`config.mk`:
```
export PLATFORM = sky130hd
export DESIGN_NAME = ultrasonic_level_median_ranger_flat
export DESIGN_NICKNAME = d
export VERILOG_FILES = /design/src/sv/ulmr_pkg.sv /design/src/sv/ulmr_if.sv /design/src/sv/ulmr_ctrl.sv /design/src/sv/ulmr_dp.sv /design/src/sv/ultrasonic_level_median_ranger.sv /design/src/flat_wrapper.sv
export SDC_FILE = /design/constraint.sdc
export NUM_CORES = 2
export LEC_CHECK = 0
export ABC_AREA = 1
export BUFFER_PORTS_ARGS = -buffer_cell sky130_fd_sc_hd__clkbuf_2
export CAP_MARGIN = 20
export CORE_MARGIN = 4
export CORE_UTILIZATION = 50
export DETAILED_ROUTE_END_ITERATION = 16
export MAX_ROUTING_LAYER = met4
export PLACE_DENSITY = 0.66
export SYNTH_ARGS = -nofsm -noshare
export SYNTH_HDL_FRONTEND = slang
export SYNTH_SLANG_ARGS = --single-unit
export TNS_END_PERCENT = 5
```
`constraint.sdc`:
```
create_clock -name clk -period 8.4 [get_ports clk]
set_clock_uncertainty 0.1 [all_clocks]
set_input_delay 0.42 -clock clk [delete_from_list [all_inputs] [get_ports clk]]
set_output_delay 0.42 -clock clk [all_outputs]
set_load 0.01 [all_outputs]
```
`src/sv/ulmr_pkg.sv`:
```
package ulmr_pkg;

	localparam int SAMPLES_DEF = 5;
	localparam int TICKS_DEF   = 1000;

	localparam logic [31:0] TRIG_US   = 32'd10;
	localparam logic [15:0] MIN_WIDTH = 16'd116;
	localparam logic [15:0] MAX_WIDTH = 16'd14500;
	localparam logic [16:0] US_PER_CM = 17'd58;

	typedef enum logic [1:0] {
		PH_IDLE = 2'd0,
		PH_TRIG = 2'd1,
		PH_RISE = 2'd2,
		PH_FALL = 2'd3
	} phase_t;

	typedef enum logic [2:0] {
		REG_INTERVAL = 3'd0,
		REG_SPACING  = 3'd1,
		REG_TIMEOUT  = 3'd2,
		REG_EMPTY    = 3'd3,
		REG_FULL     = 3'd4,
		REG_DELTA    = 3'd5
	} reg_idx_t;

	typedef enum logic [2:0] {
		FS_IDLE,
		FS_COLLECT,
		FS_SORT,
		FS_DIV,
		FS_APPLY
	} fin_state_t;

	// controller -> datapath
	typedef struct packed {
		logic start;     // begin finish processing
		logic collect;   // collect one store entry
		logic sort_step; // one sort pass
		logic div_start; // load divider
		logic div_step;  // one division bit
		logic apply;     // commit result
	} fin_cmd_t;

	// datapath -> controller
	typedef struct packed {
		logic collect_last;
		logic sort_last;
		logic div_last;
	} fin_sts_t;

	typedef struct packed {
		logic [15:0] interval;
		logic [9:0]  spacing;
		logic [15:0] timeout;
		logic [15:0] empty;
		logic [15:0] full;
		logic [6:0]  delta;
	} cfg_t;

endpackage

```
`src/sv/ulmr_if.sv`:
```
interface ulmr_in_if;
	logic valid;
	logic ready;
	logic echo_level;
	modport source (output valid, output echo_level, input ready);
	modport sink (input valid, input echo_level, output ready);
endinterface

interface ulmr_out_if;
	logic       valid;
	logic       ready;
	logic       trigger_level;
	logic [6:0] level_percent;
	logic [15:0] median_width_us;
	logic       level_error;
	logic       window_done;
	modport source (output valid, output trigger_level, output level_percent,
		output median_width_us, output level_error, output window_done, input ready);
	modport sink (input valid, input trigger_level, input level_percent,
		input median_width_us, input level_error, input window_done, output ready);
endinterface

```
`src/sv/ulmr_ctrl.sv`:
```
module ulmr_ctrl (
	input  logic                 clk,
	input  logic                 arst_n,
	input  logic                 fin_req,
	input  ulmr_pkg::fin_sts_t   sts,
	output ulmr_pkg::fin_cmd_t   cmd,
	output logic                 busy
);

	ulmr_pkg::fin_state_t state_q, state_d;

	always_ff @(posedge clk or negedge arst_n) begin
		if (!arst_n) begin
			state_q <= ulmr_pkg::FS_IDLE;
		end else begin
			state_q <= state_d;
		end
	end

	always_comb begin
		state_d = state_q;
		unique case (state_q)
			ulmr_pkg::FS_IDLE: begin
				if (fin_req) state_d = ulmr_pkg::FS_COLLECT;
			end
			ulmr_pkg::FS_COLLECT: begin
				if (sts.collect_last) state_d = ulmr_pkg::FS_SORT;
			end
			ulmr_pkg::FS_SORT: begin
				if (sts.sort_last) state_d = ulmr_pkg::FS_DIV;
			end
			ulmr_pkg::FS_DIV: begin
				if (sts.div_last) state_d = ulmr_pkg::FS_APPLY;
			end
			ulmr_pkg::FS_APPLY: state_d = ulmr_pkg::FS_IDLE;
			default: state_d = ulmr_pkg::FS_IDLE;
		endcase
	end

	always_comb begin
		cmd = '0;
		busy = 1'b1;
		unique case (state_q)
			ulmr_pkg::FS_IDLE: begin
				busy = 1'b0;
				cmd.start = fin_req;
			end
			ulmr_pkg::FS_COLLECT: cmd.collect = 1'b1;
			ulmr_pkg::FS_SORT: begin
				cmd.sort_step = 1'b1;
				cmd.div_start = sts.sort_last;
			end
			ulmr_pkg::FS_DIV: cmd.div_step = 1'b1;
			ulmr_pkg::FS_APPLY: cmd.apply = 1'b1;
			default: busy = 1'b0;
		endcase
	end

endmodule

```
`src/sv/ulmr_dp.sv`:
```
module ulmr_dp #(
	parameter int SAMPLES = ulmr_pkg::SAMPLES_DEF,
	parameter int TICKS   = ulmr_pkg::TICKS_DEF
) (
	input  logic               clk,
	input  logic               arst_n,
	input  ulmr_pkg::cfg_t     cfg,
	input  logic               tick,
	input  logic               echo,
	input  ulmr_pkg::fin_cmd_t cmd,
	output ulmr_pkg::fin_sts_t sts,
	output logic               fin_req,
	output logic               trig,
	output logic [6:0]         pct,
	output logic [15:0]        median,
	output logic               err,
	output logic               done
);

	localparam int CW = $clog2(SAMPLES + 1);
	localparam int IW = (SAMPLES > 1) ? $clog2(SAMPLES) : 1;
	localparam int DW = $clog2(TICKS + 1);

	ulmr_pkg::phase_t phase_q;
	logic [31:0] us_q, ms_q, start_q, rise_q, nwin_q, nsamp_q;
	logic [DW-1:0] div_q;
	logic win_q;
	logic [CW-1:0] cnt_q;
	logic [SAMPLES-1:0] sv_q;
	logic [15:0] sw_q [SAMPLES];
	logic [6:0] lastg_q, pct_q;
	logic hasg_q, err_q;
	logic [15:0] med_q;
	logic done_q;

	// per tick results
	logic fin_d, push, push_v, close_err;
	logic [15:0] push_w;
	logic [31:0] w32, el, dwin, dsmp;

	// finish: collect valid widths, odd-even sort, serial divide
	logic [15:0] tmp_q [SAMPLES];
	logic [CW-1:0] n_q, ci_q, pass_q;
	logic any_q, acc;
	logic [23:0] num_q;
	logic [16:0] den_q;
	logic [16:0] rem_q;
	logic [6:0] quo_q;
	logic [4:0] bit_q;
	logic [6:0] lvl;
	logic [15:0] mv;
	logic [16:0] rng;
	logic [15:0] dcl;
	logic [6:0] diff;
	logic [17:0] trial;

	assign el   = us_q - start_q;
	assign w32  = us_q - rise_q;
	assign dwin = ms_q - nwin_q;
	assign dsmp = ms_q - nsamp_q;

	always_comb begin
		fin_d = 1'b0; push = 1'b0; push_v = 1'b0; push_w = '0; close_err = 1'b0;
		if (phase_q == ulmr_pkg::PH_FALL && !echo) begin
			push = 1'b1;
			push_w = w32[15:0];
			push_v = (w32 >= {16'd0, ulmr_pkg::MIN_WIDTH}) &&
				(w32 <= {16'd0, ulmr_pkg::MAX_WIDTH});
		end else if ((phase_q == ulmr_pkg::PH_FALL || (phase_q == ulmr_pkg::PH_RISE && !echo))
			&& el >= {16'd0, cfg.timeout}) begin
			push = 1'b1;
		end
		if (push && ({1'b0, cnt_q} + 1'b1) >= (CW+1)'(SAMPLES)) begin
			if (phase_q == ulmr_pkg::PH_FALL && !echo) fin_d = 1'b1;
			else close_err = 1'b1;
		end
	end

	always_ff @(posedge clk or negedge arst_n) begin
		if (!arst_n) begin
			phase_q <= ulmr_pkg::PH_IDLE;
			us_q <= '0; ms_q <= '0; div_q <= '0; start_q <= '0; rise_q <= '0;
			nwin_q <= '0; nsamp_q <= '0; win_q <= 1'b0; cnt_q <= '0; sv_q <= '0;
			err_q <= 1'b0; done_q <= 1'b0;
		end else begin
			if (tick) begin
				done_q <= close_err;
				unique case (phase_q)
					ulmr_pkg::PH_IDLE: begin
						if (!win_q) begin
							if (!dwin[31]) begin
								nwin_q <= ms_q + {16'd0, cfg.interval};
								win_q <= 1'b1;
								cnt_q <= '0;
								phase_q <= ulmr_pkg::PH_TRIG;
								start_q <= us_q;
							end
						end else if (cnt_q < CW'(SAMPLES) && !dsmp[31]) begin
							phase_q <= ulmr_pkg::PH_TRIG;
							start_q <= us_q;
						end
					end
					ulmr_pkg::PH_TRIG: begin
						if (el >= ulmr_pkg::TRIG_US) begin
							phase_q <= ulmr_pkg::PH_RISE;
							start_q <= us_q;
						end
					end
					ulmr_pkg::PH_RISE: begin
						if (echo) begin
							rise_q <= us_q;
							start_q <= us_q;
							phase_q <= ulmr_pkg::PH_FALL;
						end
					end
					ulmr_pkg::PH_FALL: ;
					default: ;
				endcase
				if (push) begin
					phase_q <= ulmr_pkg::PH_IDLE;
					if (cnt_q < CW'(SAMPLES)) begin
						sv_q[cnt_q[IW-1:0]] <= push_v;
						cnt_q <= cnt_q + 1'b1;
					end
					nsamp_q <= ms_q + {22'd0, cfg.spacing};
					if (close_err) begin
						err_q <= 1'b1;
						win_q <= 1'b0;
					end
				end
				us_q <= us_q + 1'b1;
				if (div_q + 1'b1 >= DW'(TICKS)) begin
					div_q <= '0;
					ms_q <= ms_q + 1'b1;
				end else begin
					div_q <= div_q + 1'b1;
				end
			end
			if (cmd.apply) begin
				win_q <= 1'b0;
				done_q <= 1'b1;
				if (acc) err_q <= 1'b0;
				else if (!any_q) err_q <= 1'b1;
			end
		end
	end

	always_ff @(posedge clk) begin
		if (tick && push && cnt_q < CW'(SAMPLES)) sw_q[cnt_q[IW-1:0]] <= push_w;
	end

	assign fin_req = tick && fin_d;

	assign mv  = tmp_q[IW'(n_q >> 1)];
	assign rng = {1'b0, cfg.empty} - {1'b0, cfg.full};
	assign dcl = (mv < cfg.full) ? cfg.full : ((mv > cfg.empty) ? cfg.empty : mv);
	assign lvl = (rng[16] || rng <= ulmr_pkg::US_PER_CM) ? 7'd0 :
		((quo_q > 7'd100) ? 7'd100 : quo_q);
	assign diff = (lvl > lastg_q) ? lvl - lastg_q : lastg_q - lvl;
	assign acc = any_q && !(hasg_q && diff > cfg.delta);
	assign trial = {rem_q, num_q[23]} - {1'b0, den_q};

	assign sts.collect_last = (ci_q == CW'(SAMPLES - 1));
	assign sts.sort_last    = (pass_q >= CW'(SAMPLES)) || (SAMPLES == 1);
	assign sts.div_last     = (bit_q == 5'd23);

	always_ff @(posedge clk or negedge arst_n) begin
		if (!arst_n) begin
			lastg_q <= '0; pct_q <= '0; hasg_q <= 1'b0; med_q <= '0;
			n_q <= '0; ci_q <= '0; pass_q <= '0; bit_q <= '0; any_q <= 1'b0;
		end else begin
			if (cmd.start) begin
				n_q <= '0; ci_q <= '0; pass_q <= '0;
			end
			if (cmd.collect) begin
				ci_q <= ci_q + 1'b1;
				if (sv_q[ci_q[IW-1:0]] && ci_q < cnt_q) begin
					n_q <= n_q + 1'b1;
				end
			end
			if (cmd.sort_step) pass_q <= pass_q + 1'b1;
			if (cmd.div_start) begin
				bit_q <= '0;
				any_q <= (n_q != '0);
			end
			if (cmd.div_step) bit_q <= bit_q + 1'b1;
			if (cmd.apply) begin
				if (any_q) begin
					med_q <= mv;
					if (acc) begin
						pct_q <= lvl; lastg_q <= lvl; hasg_q <= 1'b1;
					end
				end
			end
		end
	end

	always_ff @(posedge clk) begin
		if (cmd.collect && sv_q[ci_q[IW-1:0]] && ci_q < cnt_q)
			tmp_q[n_q[IW-1:0]] <= sw_q[ci_q[IW-1:0]];
		if (cmd.sort_step) begin
			for (int k = 0; k + 1 < SAMPLES; k++) begin
				if ((k % 2) == (pass_q[0] ? 1 : 0) && (CW+1)'(k + 1) < {1'b0, n_q}
					&& tmp_q[k] > tmp_q[k+1]) begin
					tmp_q[k] <= tmp_q[k+1];
					tmp_q[k+1] <= tmp_q[k];
				end
			end
		end
		if (cmd.div_start) begin
			num_q <= 24'd200 * 24'(cfg.empty - dcl) + {7'd0, rng};
			den_q <= {rng[15:0], 1'b0};
			rem_q <= '0;
			quo_q <= '0;
		end
		if (cmd.div_step) begin
			num_q <= {num_q[22:0], 1'b0};
			if (!trial[17]) begin
				rem_q <= trial[16:0];
				quo_q <= {quo_q[5:0], 1'b1};
			end else begin
				rem_q <= {rem_q[15:0], num_q[23]};
				quo_q <= {quo_q[5:0], 1'b0};
			end
		end
	end

	assign trig   = (phase_q == ulmr_pkg::PH_TRIG);
	assign pct    = pct_q;
	assign median = med_q;
	assign err    = err_q;
	assign done   = done_q;

endmodule

```
`src/sv/ultrasonic_level_median_ranger.sv`:
```
// channel  dir  payload
// in       in   echo_level
// out      out  trigger_level, level_percent, median_width_us, level_error, window_done
// one result per tick; the next tick is accepted only after out takes the result
// a tick that closes a window with samples runs collect, sort and a 24 step serial
// divider before the next tick is accepted
// arst_n clears all control state; the output register holds while out is stalled
module ultrasonic_level_median_ranger #(
	parameter int SAMPLES_PER_WINDOW = ulmr_pkg::SAMPLES_DEF,
	parameter int TICKS_PER_MS       = ulmr_pkg::TICKS_DEF
) (
	input  logic        clk,
	input  logic        arst_n,
	ulmr_in_if.sink     in_ch,
	ulmr_out_if.source  out_ch,
	input  logic        cfg_we,
	input  logic [2:0]  cfg_index,
	input  logic [15:0] cfg_data
);

	ulmr_pkg::cfg_t cfg_q;
	ulmr_pkg::fin_cmd_t cmd;
	ulmr_pkg::fin_sts_t sts;
	logic busy, fin_req, tick, pend_q, trig;
	logic [6:0] pct;
	logic [15:0] med;
	logic err, done;
	logic fin_d;

	always_ff @(posedge clk or negedge arst_n) begin
		if (!arst_n) begin
			cfg_q.interval <= 16'd2000; cfg_q.spacing <= 10'd60; cfg_q.timeout <= 16'd30000;
			cfg_q.empty <= 16'd11600; cfg_q.full <= 16'd1160; cfg_q.delta <= 7'd10;
		end else if (cfg_we) begin
			unique case (ulmr_pkg::reg_idx_t'(cfg_index))
				ulmr_pkg::REG_INTERVAL: cfg_q.interval <= cfg_data;
				ulmr_pkg::REG_SPACING:  cfg_q.spacing <= cfg_data[9:0];
				ulmr_pkg::REG_TIMEOUT:  cfg_q.timeout <= cfg_data;
				ulmr_pkg::REG_EMPTY:    cfg_q.empty <= cfg_data;
				ulmr_pkg::REG_FULL:     cfg_q.full <= cfg_data;
				ulmr_pkg::REG_DELTA:    cfg_q.delta <= cfg_data[6:0];
				default: ;
			endcase
		end
	end

	// accept a tick only when no result waits and no finish runs
	assign in_ch.ready = !pend_q && !busy && !fin_d;
	assign tick = in_ch.valid && in_ch.ready;

	always_ff @(posedge clk or negedge arst_n) begin
		if (!arst_n) begin
			pend_q <= 1'b0; fin_d <= 1'b0;
		end else begin
			fin_d <= fin_req;
			if (tick && !fin_req) pend_q <= 1'b1;
			else if (cmd.apply) pend_q <= 1'b1;
			else if (out_ch.ready) pend_q <= 1'b0;
		end
	end

	ulmr_ctrl u_ctrl (
		.clk, .arst_n, .fin_req, .sts, .cmd, .busy
	);

	ulmr_dp #(.SAMPLES(SAMPLES_PER_WINDOW), .TICKS(TICKS_PER_MS)) u_dp (
		.clk, .arst_n, .cfg(cfg_q), .tick, .echo(in_ch.echo_level), .cmd, .sts,
		.fin_req, .trig, .pct, .median(med), .err, .done
	);

	assign out_ch.valid           = pend_q;
	assign out_ch.trigger_level   = trig;
	assign out_ch.level_percent   = pct;
	assign out_ch.median_width_us = med;
	assign out_ch.level_error     = err;
	assign out_ch.window_done     = done;

endmodule

```
`src/flat_wrapper.sv`:
```
// flat-port wrapper written by rule: the top's interface ports become plain ports
module ultrasonic_level_median_ranger_flat 
#(
	parameter int SAMPLES_PER_WINDOW = ulmr_pkg::SAMPLES_DEF,
	parameter int TICKS_PER_MS       = ulmr_pkg::TICKS_DEF
)
  (clk, arst_n, cfg_we, cfg_index, cfg_data, in_ch_valid, in_ch_echo_level, in_ch_ready, out_ch_valid, out_ch_trigger_level, out_ch_level_percent, out_ch_median_width_us, out_ch_level_error, out_ch_window_done, out_ch_ready);
  ulmr_in_if in_ch_i ();
  ulmr_out_if out_ch_i ();
  input  logic clk;
  input  logic arst_n;
  input  logic cfg_we;
  input  logic [2:0] cfg_index;
  input  logic [15:0] cfg_data;
  input wire logic [$bits(in_ch_i.valid)-1:0] in_ch_valid;
  input wire logic [$bits(in_ch_i.echo_level)-1:0] in_ch_echo_level;
  output wire logic [$bits(in_ch_i.ready)-1:0] in_ch_ready;
  output wire logic [$bits(out_ch_i.valid)-1:0] out_ch_valid;
  output wire logic [$bits(out_ch_i.trigger_level)-1:0] out_ch_trigger_level;
  output wire logic [$bits(out_ch_i.level_percent)-1:0] out_ch_level_percent;
  output wire logic [$bits(out_ch_i.median_width_us)-1:0] out_ch_median_width_us;
  output wire logic [$bits(out_ch_i.level_error)-1:0] out_ch_level_error;
  output wire logic [$bits(out_ch_i.window_done)-1:0] out_ch_window_done;
  input wire logic [$bits(out_ch_i.ready)-1:0] out_ch_ready;
  assign in_ch_i.valid = in_ch_valid;
  assign in_ch_i.echo_level = in_ch_echo_level;
  assign in_ch_ready = in_ch_i.ready;
  assign out_ch_valid = out_ch_i.valid;
  assign out_ch_trigger_level = out_ch_i.trigger_level;
  assign out_ch_level_percent = out_ch_i.level_percent;
  assign out_ch_median_width_us = out_ch_i.median_width_us;
  assign out_ch_level_error = out_ch_i.level_error;
  assign out_ch_window_done = out_ch_i.window_done;
  assign out_ch_i.ready = out_ch_ready;
  ultrasonic_level_median_ranger #(.SAMPLES_PER_WINDOW(SAMPLES_PER_WINDOW), .TICKS_PER_MS(TICKS_PER_MS)) u_core (.clk(clk), .arst_n(arst_n), .in_ch(in_ch_i), .out_ch(out_ch_i), .cfg_we(cfg_we), .cfg_index(cfg_index), .cfg_data(cfg_data));
endmodule
```
==> metrics.cfg <==
[pwr]
power_density_nw_per_um2 = 402
p_leak_nw = 22.0
peakVddDrop_mv = 1.38

[synthesis]
synth_fa_ha_area_frac = 0.138
avgSynthCellArea_sq_um = 7.74
synth_mux_area_frac = 0.000833
synthArstFlopShare = 0.603
yosys.area_share.simple = 0.213
synthXorXnorAreaFrac = 0.0447
ys_warn_count = 0
syn_area_sq_um = 40600
synth_compound_area_frac = 0.136
synth_nets = 5699
syn_inst = 5240
ys_ff_latch = 564
synth_top_family_by_area = simple AND/OR/NAND/NOR gates
synth-edff-count = 223
yosys_most_used_dff = dfrtp_1
synth_cell_types = 70
ys_seq_area_frac = 0.376

[drt]
wirelength_um = 105000
drt-wirelength-per-cell_um = 16.3
via_count = 34400
dr.first_iter.drc_count = 2410
detail-route-antenna-nets = 0
drc = 0
via_per_inst = 5.36
drt-pass1-iter-count = 6

[floorplan]
rows = 104
start_util = 0.504
die_area_sq_um = 85800
core_sq_um = 80400
die_y_um = 293
ioPinCount = 53
chipWidth_um = 293

[critical_path]
worst_r2r_path_depth = 41
cp.arrival_ns = 8.04
rr_startpoint = u_core.u_dp.n_q[1]
rr_endpoint = u_core.u_dp.num_q[22]
r2r_setup_slack_ns = 0.62
path_common_cell = inv_1
critPathCaptureType = register
cp_slowest_cell = fa_1
critPathMaxStageDelay_ns = 0.49
crit_fanout = 18
critPathTopFamily = compound AO/OA/AOI/OAI gates
crit_type = register to register
start_kind = register
cp_num_buf_inv = 8
cp.required_ns = 8.66

[hold_path]
min_path_cells = 3
worstHoldPathType = primary input to register
whs_endpoint = u_core.cfg_q[50]
worstHoldStart = cfg_data[11]

[place]
routabilityCongestion = 0.936
dp_hpwl_um = 79500
placed_area_sq_um = 42100
io_buffers = 52

[run]
maxCapViolCount = 0

[clock_tree]
cts_tree = yes
cts.sinks = 564
cts_buffer_depth = 3
cts-root-buf = clkbuf_16
path_clk_slew_ns = 0.06
cts_buffers = 68
cts_max_level = 3
insertion_delay_ns = 0.61

[global_routing]
grt_max_degree = 171
grt_pass1_wl_um = 170000
grt-ovfl-total = 0
gr-usage-all-layers = 0.249
antenna_found_initial = 0
grt_pass1_vias = 32600

[final_layout]
n_fill_cell = 7540
area_growth_pct = 9.67
drive_gt1_frac = 0.0600
fin_area_sq_um = 44500
nets = 5755
post-route-util = 0.553
diodes = 0

[timing]
finalSetupViolations = 0
holdWs_ns = 0.133
finalCritPeriodShare = 0.926
worst-slew-pin-transition_ns = 1.24
finalHoldViolCount = 0
slew_viol_final = 0
max_slew_margin = 0.165
fin_crit_ns = 7.78
final.setup.tns_ns = 0
clock.fmax_ghz = 0.129

[outcome]
status = complete, no violations

worst reg2reg max path: cells and delay by family, from the launching register on:
family | cells | cell delay (ns)
AO/OA/AOI/OAI | 15 | 2.46
XOR/XNOR | 2 | 0.45
adder cells (fa/ha/maj) | 6 | 2.07
buffers and inverters | 8 | 0.75
flip-flops | 1 | 0.38
AND/OR/NAND/NOR | 10 | 1.35
worst max path at each step:
stage,start,end,slack [ns],depth (start not counted)
finish,u_core.u_dp.n_q[1],u_core.u_dp.num_q[22],0.62,41
global route,u_core.u_dp.n_q[1],u_core.u_dp.num_q[22],-0.03,43
CTS,u_core.u_dp.n_q[1],u_core.u_dp.num_q[23],0.25,42
detailed placement,u_core.u_dp.n_q[1],u_core.u_dp.num_q[23],0.30,42
global placement,u_core.u_dp.n_q[1],u_core.u_dp.num_q[23],0.45,44
floorplan,u_core.u_dp.n_q[1],u_core.u_dp.num_q[23],0.81,43
Yosys cell counts (15+ instances only):
master    instances  share of area
o22ai_1          38         0.0059
nand2_1        1289           0.12
a21oi_1         280          0.035
xor2_1          155          0.033
ha_1            409           0.13
o221ai_1         34         0.0073
dfrtp_1         312           0.19
a31oi_1          28         0.0043
buf_2            15         0.0019
xnor2_1          52          0.011
o211ai_1         23         0.0043
fa_1             25          0.012
dfstp_2          28          0.018
nand4_1          64         0.0099
o21ai_0         477          0.059
nor2_1          363          0.034
nor4_1           17         0.0026
nand3_1         210          0.026
clkbuf_1         95         0.0088
o21bai_1         21         0.0039
nor3_1           51         0.0063
inv_1           848          0.078
edfxtp_1        223           0.17
per-stage QoR:
stage	setup WS, ns	power (W)	std cells
after global placement	0.446	0.0146	6274
after detailed placement	0.301	0.0147	6276
final	0.621	0.0179	6408
after CTS	0.251	0.0177	6400
after floorplan	0.808	0.0126	5240
after global routing	-0.0254	0.0200	6408
layout by cell type, fill, tap and decap left out, types with 8 or more instances in the layout:
cell type,synthesis,layout
a211oi_1,13,13
a21o_1,14,14
a21oi_1,280,277
a31oi_1,28,25
buf_4,0,44
clkbuf_1,95,14
clkbuf_16,0,70
clkbuf_2,2,51
clkbuf_8,0,8
clkinv_2,1,10
dfrtp_1,312,312
dfstp_2,28,28
edfxtp_1,223,223
fa_1,25,24
ha_1,409,408
inv_1,848,848
nand2_1,1289,1287
nand3_1,210,208
nand3_2,7,9
nand3b_1,13,13
nand4_1,64,64
nor2_1,363,360
nor2_2,6,8
nor3_1,51,50
nor4_1,17,17
o211ai_1,23,23
o21ai_0,477,471
o21ai_1,12,15
o21bai_1,21,21
o221ai_1,34,34
o22ai_1,38,38
or2_2,8,8
xnor2_1,52,52
xor2_1,155,154
metal layers:
layer / global-route usage / vias to the layer above / part of all wire
met1: 0.335 / 16000 / 0.46
met5: - / - / 0
met3: 0.0367 / 196 / 0.050
met4: 0.0776 / 0 / 0.033
met2: 0.391 / 792 / 0.45
li1: - / 17400 / -
power breakdown:
part / internal [W] / total (W) / switching (W)
logic: 0.00462 / 0.0118 / 0.00719
registers: 0.00300 / 0.00314 / 0.000141
clock network: 0.00171 / 0.00292 / 0.00120
flip-flops by register name, indices dropped and copies added, names as in the netlist, 10 cells and up:
name,cells
u_core.u_dp.nwin_q,32
u_core.u_dp.start_q,32
u_core.u_dp.sw_q,80
u_core.u_dp.tmp_q,80
u_core.u_dp.rise_q,32
u_core.u_dp.rem_q,17
u_core.cfg_q,81
u_core.u_dp.us_q,32
u_core.u_dp.den_q,16
u_core.u_dp.nsamp_q,32
u_core.u_dp.div_q,10
u_core.u_dp.num_q,24
u_core.u_dp.ms_q,32
u_core.u_dp.median,16
repair_timing:
| action | in CTS | in global routing |
|---|---|---|
| resized for setup | 0 | 25 |
| endpoints found under the hold margin | 97 | 0 |
| endpoints found under the setup margin | 0 | 8 |
| buffers inserted | 0 | 5 |
| hold buffers | 2 | 0 |
final cells by class:
class                           count  area (sq um)  share of cell area
Multi-Input combinational cell   3702         21700               0.489
Sequential cell                   564         15300               0.343
Inverter                          855          3210              0.0722
Clock buffer                       91          1890              0.0425
Tap cell                         1060          1330              0.0298
Timing Repair Buffer              105           751              0.0169
Clock inverter                     31           310             0.00697
logic make-up after synthesis:
| family | count (synthesis) |
|---|---|
| AOI/OAI and AO/OA | 992 |
| xor gates and xnor gates | 207 |
| adders and majority gates | 434 |
| buffers and inverters | 974 |
| DFF | 564 |
| muxes | 3 |
| and+or+nand+nor | 2066 |
(Power assumes the default switching activity.)
